[src/rtl/rqps_pkg.sv]
// Shared types and constants for the ready-queue scheduler.
// No dependencies.
`timescale 1ns / 1ps
package rqps_pkg;
    localparam logic [1:0] POL_PRIO = 2'd0;
    localparam logic [1:0] POL_SRTF = 2'd1;
    localparam logic [1:0] POL_RR   = 2'd2;
    localparam logic       CMD_ARRIVE = 1'b0;
    localparam logic       CMD_DONE   = 1'b1;
    localparam logic       CFG_POLICY  = 1'b0;
    localparam logic       CFG_QUANTUM = 1'b1;
    localparam logic [23:0] TIME_MAX = 24'hFFFFFF;
    localparam logic [15:0] BURST_MAX = 16'hFFFF;

    typedef struct packed {
        logic [15:0] id;
        logic [23:0] arrival;
        logic [15:0] total;
        logic [15:0] remaining;
        logic [7:0]  prio;
    } proc_t;
endpackage

[src/rtl/rqps_cell.sv]
// One ready-queue slot: holds an entry, loads it, or takes its right neighbor's.
// Depends on rqps_pkg.
`timescale 1ns / 1ps
module rqps_cell (
    input  logic           aclk,
    input  logic           load,
    input  logic           shift,
    input  rqps_pkg::proc_t load_rec,
    input  rqps_pkg::proc_t right_rec,
    output rqps_pkg::proc_t rec
);
    import rqps_pkg::*;
    proc_t rec_reg;
    always_ff @(posedge aclk) begin
        if (load) begin
            rec_reg <= load_rec;
        end else if (shift) begin
            rec_reg <= right_rec;
        end
    end
    assign rec = rec_reg;
endmodule

[src/rtl/ready_queue_process_scheduler_core.sv]
// Ready-queue scheduler top level: chain of queue cells plus control.
// Depends on rqps_pkg and rqps_cell.
`timescale 1ns / 1ps
// Usage:
//   s_axis carries one command word; m_axis returns the running record.
//   Config writes (cfg_we/cfg_index/cfg_wdata) only while idle.
//   An arrival's result passes through emit_reg into the output register.
//   A completion walks the queue one cell a cycle to find the best entry,
//   then closes the gap by shifting the cells right of it one place left
//   all at once.
//   One command is in flight at a time; s_axis_tready is low while busy,
//   while a result is being formed or while it waits in the output register.
//   Reset (aresetn low, synchronous) empties the queue, clears the running
//   record and loads policy 0, quantum 1.
//   A stalled m_axis holds its word; no new command is taken until it goes.
//   s_axis_tdata: cmd[0], timestamp[24:1], proc_id[40:25], arrival_time[64:41],
//   total_burst[80:65], prio[88:81], zero fill to 96 bits.
module ready_queue_process_scheduler_core #(
    parameter int QUEUE_DEPTH = 16
) (
    input  logic        aclk,
    input  logic        aresetn,
    input  logic        s_axis_tvalid,
    output logic        s_axis_tready,
    // cmd, timestamp, proc_id, arrival_time, total_burst, prio (low to high)
    input  logic [95:0] s_axis_tdata,
    output logic        m_axis_tvalid,
    input  logic        m_axis_tready,
    // run_valid, run_proc_id, run_arrival, run_total, run_start, run_end,
    // run_remaining, run_prio, queued, dropped (low to high)
    output logic [135:0] m_axis_tdata,
    input  logic        cfg_we,
    input  logic        cfg_index,
    input  logic [15:0] cfg_wdata
);
    import rqps_pkg::*;
    localparam int IW = (QUEUE_DEPTH > 1) ? $clog2(QUEUE_DEPTH) : 1;
    localparam int CW = $clog2(QUEUE_DEPTH + 1);

    localparam logic [1:0] ST_IDLE = 2'd0;
    localparam logic [1:0] ST_SCAN = 2'd1;
    localparam logic [1:0] ST_DONE = 2'd2;

    logic [1:0]  state_reg;
    logic [1:0]  policy_reg;
    logic [15:0] quantum_reg;
    logic [CW-1:0] count_reg;
    logic        running_reg;
    proc_t       run_reg;
    logic [23:0] start_reg, end_reg;
    logic [23:0] ts_reg;
    logic [CW-1:0] scan_reg;
    logic [IW-1:0] best_reg;
    logic [23:0] best_key_reg;
    logic        out_valid_reg;
    logic [135:0] out_reg;
    logic        drop_reg;

    proc_t cell_rec [QUEUE_DEPTH];
    proc_t cell_in [QUEUE_DEPTH];
    logic [QUEUE_DEPTH-1:0] cell_load, cell_shift;
    proc_t enq_rec;
    logic  enq_do;
    logic  do_shift;

    genvar g;
    generate
        for (g = 0; g < QUEUE_DEPTH; g++) begin : g_cell
            if (g == QUEUE_DEPTH - 1) begin : g_last
                assign cell_in[g] = cell_rec[g];
            end else begin : g_mid
                assign cell_in[g] = cell_rec[g+1];
            end
            assign cell_load[g] = enq_do && (count_reg == CW'(g));
            assign cell_shift[g] = do_shift && (CW'(g) >= CW'(best_reg));
            rqps_cell u_cell (
                .aclk(aclk), .load(cell_load[g]), .shift(cell_shift[g]),
                .load_rec(enq_rec), .right_rec(cell_in[g]), .rec(cell_rec[g])
            );
        end
    endgenerate

    // input fields
    logic        in_cmd;
    logic [23:0] in_ts;
    proc_t       np;
    assign in_cmd = s_axis_tdata[0];
    assign in_ts  = s_axis_tdata[24:1];
    assign np.id = s_axis_tdata[40:25];
    assign np.arrival = s_axis_tdata[64:41];
    assign np.total = s_axis_tdata[80:65];
    assign np.remaining = s_axis_tdata[80:65];
    assign np.prio = s_axis_tdata[88:81];

    logic emit_reg;
    logic accept;
    assign s_axis_tready = (state_reg == ST_IDLE) && !out_valid_reg && !emit_reg;
    assign accept = s_axis_tvalid && s_axis_tready;

    // live remaining of running process
    logic [15:0] live_rem;
    logic [23:0] diff;
    assign diff = end_reg - in_ts;
    assign live_rem = (in_ts >= end_reg) ? 16'd0 :
                      ((diff > 24'(BURST_MAX)) ? BURST_MAX : diff[15:0]);

    logic preempt;
    always_comb begin
        case (policy_reg)
            POL_PRIO: preempt = np.prio < run_reg.prio;
            POL_SRTF: preempt = !(live_rem < np.total);
            default:  preempt = 1'b0;
        endcase
    end

    logic full;
    assign full = count_reg >= CW'(QUEUE_DEPTH);

    // start-process helper inputs
    proc_t       st_rec;
    logic [23:0] st_ts;
    logic [15:0] st_len;
    logic [24:0] st_sum;
    always_comb begin
        st_len = st_rec.remaining;
        if (policy_reg >= POL_RR && quantum_reg < st_len) begin
            st_len = quantum_reg;
        end
        st_sum = {1'b0, st_ts} + 25'(st_len);
    end

    proc_t old_rec;
    always_comb begin
        old_rec = run_reg;
        old_rec.remaining = live_rem;
    end

    logic arr_path;
    assign arr_path = accept && (in_cmd == CMD_ARRIVE);
    assign enq_do = arr_path && running_reg && !full;
    assign enq_rec = preempt ? old_rec : np;
    assign do_shift = (state_reg == ST_DONE);

    logic [23:0] key;
    proc_t scan_rec;
    assign scan_rec = cell_rec[scan_reg[IW-1:0]];
    always_comb begin
        case (policy_reg)
            POL_PRIO: key = 24'(scan_rec.prio);
            POL_SRTF: key = 24'(scan_rec.remaining);
            default:  key = scan_rec.arrival;
        endcase
    end

    logic start_now;
    always_comb begin
        st_rec = np;
        st_ts = in_ts;
        start_now = 1'b0;
        if (arr_path && (!running_reg || preempt)) begin
            start_now = 1'b1;
        end
        if (do_shift) begin
            st_rec = cell_rec[best_reg];
            st_ts = ts_reg;
            start_now = 1'b1;
        end
    end

    logic [135:0] res;
    always_comb begin
        res = '0;
        res[0] = running_reg;
        if (running_reg) begin
            res[16:1] = run_reg.id;
            res[40:17] = run_reg.arrival;
            res[56:41] = run_reg.total;
            res[80:57] = start_reg;
            res[104:81] = end_reg;
            res[120:105] = run_reg.remaining;
            res[128:121] = run_reg.prio;
        end
        res[133:129] = 5'(count_reg);
        res[134] = drop_reg;
    end

    always_ff @(posedge aclk) begin
        if (!aresetn) begin
            state_reg <= ST_IDLE;
            policy_reg <= POL_PRIO;
            quantum_reg <= 16'd1;
            count_reg <= '0;
            running_reg <= 1'b0;
            run_reg <= '0;
            start_reg <= '0;
            end_reg <= '0;
            out_valid_reg <= 1'b0;
            emit_reg <= 1'b0;
            drop_reg <= 1'b0;
        end else begin
            emit_reg <= 1'b0;
            if (cfg_we) begin
                if (cfg_index == CFG_QUANTUM) quantum_reg <= cfg_wdata;
                else policy_reg <= cfg_wdata[1:0];
            end
            if (emit_reg) begin
                out_valid_reg <= 1'b1;
                out_reg <= res;
            end else if (out_valid_reg && m_axis_tready) begin
                out_valid_reg <= 1'b0;
            end
            if (start_now) begin
                run_reg <= st_rec;
                start_reg <= st_ts;
                end_reg <= st_sum[24] ? TIME_MAX : st_sum[23:0];
                running_reg <= 1'b1;
            end
            case (state_reg)
                ST_IDLE: begin
                    if (accept) begin
                        ts_reg <= in_ts;
                        drop_reg <= arr_path && running_reg && full;
                        if (arr_path) begin
                            if (enq_do) count_reg <= count_reg + 1'b1;
                            emit_reg <= 1'b1;
                        end else if (count_reg == '0) begin
                            running_reg <= 1'b0;
                            run_reg <= '0;
                            start_reg <= '0;
                            end_reg <= '0;
                            emit_reg <= 1'b1;
                        end else begin
                            scan_reg <= '0;
                            best_reg <= '0;
                            best_key_reg <= '1;
                            state_reg <= ST_SCAN;
                        end
                    end
                end
                ST_SCAN: begin
                    // strict less keeps the lowest position on ties
                    if (scan_reg == '0 || key < best_key_reg) begin
                        best_reg <= scan_reg[IW-1:0];
                        best_key_reg <= key;
                    end
                    if (scan_reg == count_reg - 1'b1) state_reg <= ST_DONE;
                    else scan_reg <= scan_reg + 1'b1;
                end
                ST_DONE: begin
                    count_reg <= count_reg - 1'b1;
                    emit_reg <= 1'b1;
                    state_reg <= ST_IDLE;
                end
                default: state_reg <= ST_IDLE;
            endcase
        end
    end

    assign m_axis_tvalid = out_valid_reg;
    assign m_axis_tdata = out_reg;

    a_count_range: assert property (@(posedge aclk) disable iff (!aresetn)
        count_reg <= CW'(QUEUE_DEPTH)) else $error("queue count overflow");
    a_ready_busy: assert property (@(posedge aclk) disable iff (!aresetn)
        state_reg != ST_IDLE |-> !s_axis_tready) else $error("ready while busy");
    a_scan_bound: assert property (@(posedge aclk) disable iff (!aresetn)
        state_reg == ST_SCAN |-> scan_reg < count_reg) else $error("scan past count");
endmodule
[config.mk]
export PLATFORM = sky130hd
export DESIGN_NAME = ready_queue_process_scheduler_core
export DESIGN_NICKNAME = d
export VERILOG_FILES = /design/src/rtl/rqps_pkg.sv /design/src/rtl/rqps_cell.sv /design/src/rtl/ready_queue_process_scheduler_core.sv
export SDC_FILE = /design/constraint.sdc
export NUM_CORES = 2
export LEC_CHECK = 0
export BUFFER_PORTS_ARGS = -buffer_cell sky130_fd_sc_hd__clkbuf_2
export CELL_PAD_IN_SITES_DETAIL_PLACEMENT = 0
export CELL_PAD_IN_SITES_GLOBAL_PLACEMENT = 2
export CORE_MARGIN = 8
export CORE_UTILIZATION = 44
export DETAILED_ROUTE_END_ITERATION = 10
export PLACE_DENSITY_LB_ADDON = 0.1
export SLEW_MARGIN = 25
export SYNTH_ARGS = -nofsm -noshare
export SYNTH_HDL_FRONTEND = slang
export SYNTH_SLANG_ARGS = --single-unit
[constraint.sdc]
create_clock -name aclk -period 11.2 [get_ports aclk]
set_input_delay 0.56 -clock aclk [delete_from_list [all_inputs] [get_ports aclk]]
set_output_delay 0.56 -clock aclk [all_outputs]
set_load 0.01 [all_outputs]
Word level (Yosys, flattened, before mapping)
Index checks and enable logic that the tools add are counted.
Widths: inputs -> output; s select.
{"block": "classes", "multipliers": 0, "n_div": 0, "bitwise": 4, "n_addsub": 5, "reduce_logical": 79, "n_eq_ne": 27, "n_mux": 97, "order_cmp": 25, "shift": 0}
{"cell": "$mux 80", "count": 39}
{"cell": "$bmux 80 s4", "count": 2}
{"cell": "$mux 24", "count": 16}
{"cell": "$mux 64", "count": 2}
{"cell": "$pmux 24 s2", "count": 2}
{"cell": "$mux 16", "count": 3}
{"cell": "$logic_and 1x1->1", "count": 41}
{"cell": "$eq 5x4->1 const B", "count": 8}
{"cell": "$reduce_bool 2->1", "count": 18}
{"cell": "$mux 5", "count": 7}
{"cell": "$lt 16x16->1", "count": 2}
{"cell": "$ge 4x4->1 const A", "count": 7}
{"cell": "$add 24x16->25", "count": 1}
{"cell": "$ge 24x24->1", "count": 1}
{"cell": "$gt 24x16->1 const B", "count": 1}
{"cell": "$lt 24x24->1", "count": 1}
{"cell": "$sub 24x24->24", "count": 1}
{"cell": "$eq 5x3->1 const B", "count": 4}
{"cell": "$pmux 5 s2", "count": 2}
{"cell": "$ge 3x4->1 const A", "count": 4}
{"cell": "$mux 4", "count": 4}
{"cell": "$ne 2x2->1 const B", "count": 8}
{"cell": "$ge 5x5->1 const B", "count": 3}
{"cell": "$mux 1", "count": 12}
{"cell": "25 further kinds", "count": 48}
{"block": "word_totals", "output_inout_bits": 138, "mem_count": 0, "latch_bits": 0, "ff_bits": 1629, "romBits": 0, "wordCells": 338, "mem_bits_rw": 0}

Depth between registers and ports, before layout
{"block": "logic_depth", "depth_word": 16, "depth_mapped": 31}

Modules after synthesis
From an unflattened synthesis, not the netlist that was laid out.
{"block": "hier_totals", "hier_cells": 5688, "hier_area_um2": 94946.1}
{"module": "rqps_cell", "n_inst": 16, "cells_each": 170, "area_per_inst_um2": 3777.4}
{"module": "ready_queue_process_scheduler_core", "n_inst": 1, "cells_each": 2968, "area_per_inst_um2": 34508.1}

Worst setup path after synthesis
No wires, ideal clock.
{"block": "synth_path", "path_type": "register to register", "from": "reg best_reg[3]", "to": "reg g_cell[0].u_cell.rec_reg (netlist bit g_cell[0].u_cell.rec[0]) (enable)", "required_ns": 10.563, "stages_incl_launch_ff": 6, "slack_ns": 2.994, "arrival_ns": 7.569, "period_less_slack_ns": 8.206, "cell_sequence": "edfxtp_1 > clkbuf_1 > clkbuf_1 > clkbuf_1 > or3_1 > o31ai_1"}
{"block": "synth_between", "elab_chain_len": 3}
{"element": "start, declared", "line": "ready_queue_process_scheduler_core.sv:53", "text": "logic [IW-1:0] best_reg;"}
{"element": "start signal, assigned", "line": "ready_queue_process_scheduler_core.sv:243", "text": "best_reg <= scan_reg[IW-1:0];"}
{"element": "$ge 1x4->1", "line": "ready_queue_process_scheduler_core.sv:75", "text": "assign cell_shift[g] = do_shift && (CW'(g) >= CW'(best_reg));"}
{"element": "$logic_and 1x1->1", "line": "ready_queue_process_scheduler_core.sv:75"}
{"element": "$reduce_bool 2->1 (no line)"}
{"element": "end signal, assigned", "line": "rqps_cell.sv:16", "text": "rec_reg <= load_rec;"}
{"element": "end signal, assigned", "line": "rqps_cell.sv:18", "text": "rec_reg <= right_rec;"}
{"element": "end, declared", "line": "rqps_cell.sv:13", "text": "proc_t rec_reg;"}
Every way passes these cells.
A chain may end at the register's enable or synchronous reset.

Worst setup path after layout
{"block": "layout_path", "from": "reg best_reg[0]", "to": "reg end_reg[20]"}
{"block": "layout_between", "elab_chain_len": 15}
{"element": "$not 4->5 (not written as such) (*)", "line": "ready_queue_process_scheduler_core.sv:164", "text": "st_rec = cell_rec[best_reg];"}
{"element": "$bmux 80 s4 (*)", "line": "ready_queue_process_scheduler_core.sv:164"}
{"element": "$mux 80 (not written as such) (*) (2 in a row)", "line": "ready_queue_process_scheduler_core.sv:164"}
{"element": "$mux 80 (*)", "line": "ready_queue_process_scheduler_core.sv:163", "text": "if (do_shift) begin"}
{"element": "$lt 16x16->1", "line": "ready_queue_process_scheduler_core.sv:126", "text": "if (policy_reg >= POL_RR && quantum_reg < st_len) begin"}
{"element": "$logic_and 1x1->1", "line": "ready_queue_process_scheduler_core.sv:126"}
{"element": "$mux 16 (*)", "line": "ready_queue_process_scheduler_core.sv:126"}
{"element": "$add 24x16->25 (*)", "line": "ready_queue_process_scheduler_core.sv:129", "text": "st_sum = {1'b0, st_ts} + 25'(st_len);"}
{"element": "$mux 24 (*)", "line": "ready_queue_process_scheduler_core.sv:215", "text": "end_reg <= st_sum[24] ? TIME_MAX : st_sum[23:0];"}
{"element": "$mux 24 (*)", "line": "ready_queue_process_scheduler_core.sv:212", "text": "if (start_now) begin"}
{"element": "$mux 24", "line": "ready_queue_process_scheduler_core.sv:226", "text": "end else if (count_reg == '0) begin"}
{"element": "$mux 24", "line": "ready_queue_process_scheduler_core.sv:223", "text": "if (arr_path) begin"}
{"element": "$mux 24", "line": "ready_queue_process_scheduler_core.sv:220", "text": "if (accept) begin"}
{"element": "$mux 24 (*)", "line": "ready_queue_process_scheduler_core.sv:218", "text": "case (state_reg)"}
{"element": "end signal, assigned", "line": "ready_queue_process_scheduler_core.sv:215"}
{"element": "end, declared", "line": "ready_queue_process_scheduler_core.sv:50", "text": "logic [23:0] start_reg, end_reg;"}
Mark *: on every way between the ends. The rest lies on a longest branch, timed or not. The select of a mux whose other input is x is not followed.

==> metrics.cfg <==
[run_status]
status=finished, final reports clean

[cts]
cts_buffers=185
cts_post_setup_buffers_inserted=0
cts_root_buf=clkbuf_16
numClockSinks=1629
clock_latency_ps=850
clk_path_buf_depth=3
cts_tree=built
cts_resized=0
clkTransAtPathRegs_ps=60
h-tree-depth=4

[global_route]
grt_pass1_wl_um=420000
grt_max_degree=162
first_global_vias=58070
track_usage_pct=27.2
gr-total-overflow=0
antenna_found_initial=9

[run]
drv_cap=0

[sta]
slew_viol_final=0
worst_pin_slew_ps=1120
fin_setup_tns_ps=0
finalCritPeriodShare_pct=74.5
rsz0062_at_grt=no
fin_skew_ps=33.9
min_period_ps=8340
whs_ps=78.9
fmax_ghz=0.120
max_slew_margin_pct=25.5
finalHoldViolCount=0
setup_violations=0

[die]
rows=161
coreArea_mm2=0.193
pin_count=256
die_w_um=457
die_height_um=457
die_area_mm2=0.208
start_util_pct=44.3

[finish]
multi_input_area_mm2=0.0353
drive_gt1_share_pct=20.2
largest_reg_flops=1280
fin_nets=7147
areaGrowthSynthToFinish_pct=12.3
seqCellArea_mm2=0.0474
num-fill-cells=16946
design_area_mm2=0.0959

[detailed_routing]
via_count=59407
antenna_left=0
drcViolationCount=0
drt_iter0_markers=6671
first_pass_iters=5
viasPerCell=6.19
routed_wl_um=291000
wire_per_inst_um=30.3

[logic_synthesis]
synth_area_mm2=0.0854
async_flop_share_pct=0
yosys-top-cells-area=edfxtp_1 (52%), mux4_2 (17%), a21oi_1 (7.2%)
synth-adder-area-share_pct=1.61
synth_cells=6862
yosys.area_share.simple_pct=9.22
synth-warning-count=0
synth-xor-area-share_pct=0.472
synth_top_area_share_pct=51.8
yosysSeqAreaShare_pct=55.4
synth_top_family_by_area=multiplexers
synth_compound_area_share_pct=10.7
synth_common_cells=edfxtp_1 (1472), a21oi_1 (1228), nor2_1 (1214), mux4_2 (637), clkbuf_1 (421)
synth_cell_type_count=82
synthMuxAreaShare_pct=18.9
synth.net_count=7089
synth_edf_count=1472
synth_seq_cells=1629
synth-main-ff-cell=edfxtp_1
avgSynthCellArea_um2=12.4
synth_top_cell_by_area=edfxtp_1
synth_most_common_cell=edfxtp_1

[placement]
finalWeightedCongestion=0.825
port_buffers=247
postPlaceCellArea_mm2=0.0893
dp_hpwl_um=168000

[power_and_ir_drop]
leakage_nw=32.6
power_density_mw_per_mm2=145
irDropWorstVdd_mv=0.152

[setup_path]
critPathLaunchType=flop
crit_type=flop to flop
end_kind=flop
crit_fanout=71
worst_ep_required_time_ps=11920
arrival_ps=9070

[hold_path]
hold_class=input pin to flop

==> stage by stage <==
step	setup slack [ps]	std cells	total power [mW]	util [%]
2_1_floorplan	2990	6862	7.38	-
3_3_place_gp	2300	9206	7.75	46.2
5_1_grt	2450	9601	14.3	49.7
6_report	2860	9603	13.9	49.7
4_1_cts	2850	9599	14.0	49.7
3_5_place_dp	2760	9209	7.76	46.3
==> kinds of logic (layout without fill, tap and decap cells) <==
logic type               Yosys count  in the layout
flip-flops                      1629           1629
other                              1              4
multiplexers                     809            809
AND/OR/NAND/NOR                 1855           1855
XOR/XNOR                          46             46
AO/OA/AOI/OAI                   1620           1620
buffers and inverters            793           1005
adder cells (fa/ha/maj)          109            109
==> report_power, final <==
group | internal [mW] | total (mW) | switching [mW]
Sequential | 6.62 | 6.66 | 0.0464
Clock | 3.61 | 6.20 | 2.59
Combinational | 0.318 | 0.992 | 0.675
==> cell usage in the layout (no fill, tap or decap), types with 15 or more instances in the layout <==
cell type,synthesis,routed
mux4_2,637,637
a211oi_2,17,17
xor2_1,19,19
a221o_1,29,28
o221a_1,23,23
and3_1,44,40
nand2b_1,39,39
nor2_1,1214,1205
dfxtp_1,157,155
nand4_1,15,15
a211oi_1,54,54
clkbuf_1,421,60
nand2_1,233,232
clkbuf_16,0,187
nor3_1,83,79
and2_1,154,152
bufinv_16,0,20
ha_1,107,107
a21oi_1,1228,1226
mux2i_1,160,147
nand3_1,38,37
inv_1,180,180
edfxtp_1,1472,1472
xnor2_1,27,27
clkinv_2,0,22
buf_4,3,168
o21ai_0,130,128
dlygate4sd3_1,0,49
buf_12,0,15
mux2i_2,7,16
clkbuf_2,1,247
clkinv_1,2,24
a21o_1,38,32
==> what timing repair did <==
action / 4_1_cts / 5_1_grt
endpoints found under the setup margin: 0 / 0
hold buffers: 49 / 0
hold endpoints to repair: 49 / 0
==> final cells by class <==
cell class,instances,area share [%]
Antenna cell,3,0.00783
Multi-Input combinational cell,4440,36.8
Timing Repair Buffer,482,3.50
Clock inverter,83,1.03
Sequential cell,1629,49.4
Clock buffer,258,5.27
Tap cell,2526,3.30
Inverter,182,0.713
==> routing by layer <==
| metal | GRT usage, % | share of wire [%] |
|---|---|---|
| met5 | 0 | 0 |
| met4 | 6.97 | 2.6 |
| met3 | 4.05 | 8.0 |
| met2 | 45.1 | 48 |
| met1 | 37.8 | 42 |
==> final timing paths <==
path | cells after the start | to | slack, ps | start
min | 3 | old_rec[64] | 80 | s_axis_tdata[25]
max | 22 | end_reg[20] | 2860 | best_reg[0]
max reg2reg | 22 | end_reg[20] | 2860 | best_reg[0]
min reg2reg | 2 | start_reg[12] | 450 | start_reg[12]
==> worst max-delay path, stage by stage (launching register included) <==
cell      delay, ps
edfxtp_1        550
buf_12          520
buf_4           780
mux4_2          620
mux4_2          670
a21oi_1         340
ha_1            290
nand3_1          70
nand3_1         160
a21oi_2         480
mux2_2          400
ha_1            250
fa_1            500
a211oi_1        340
o21ai_0         250
nand4_1         170
and3_1          160
nor3_1           80
a41o_1          340
o31a_1          360
nand3b_1        160
o21ai_4         240
o221a_1         330
No activity file was read; power rests on OpenSTA's default activity.
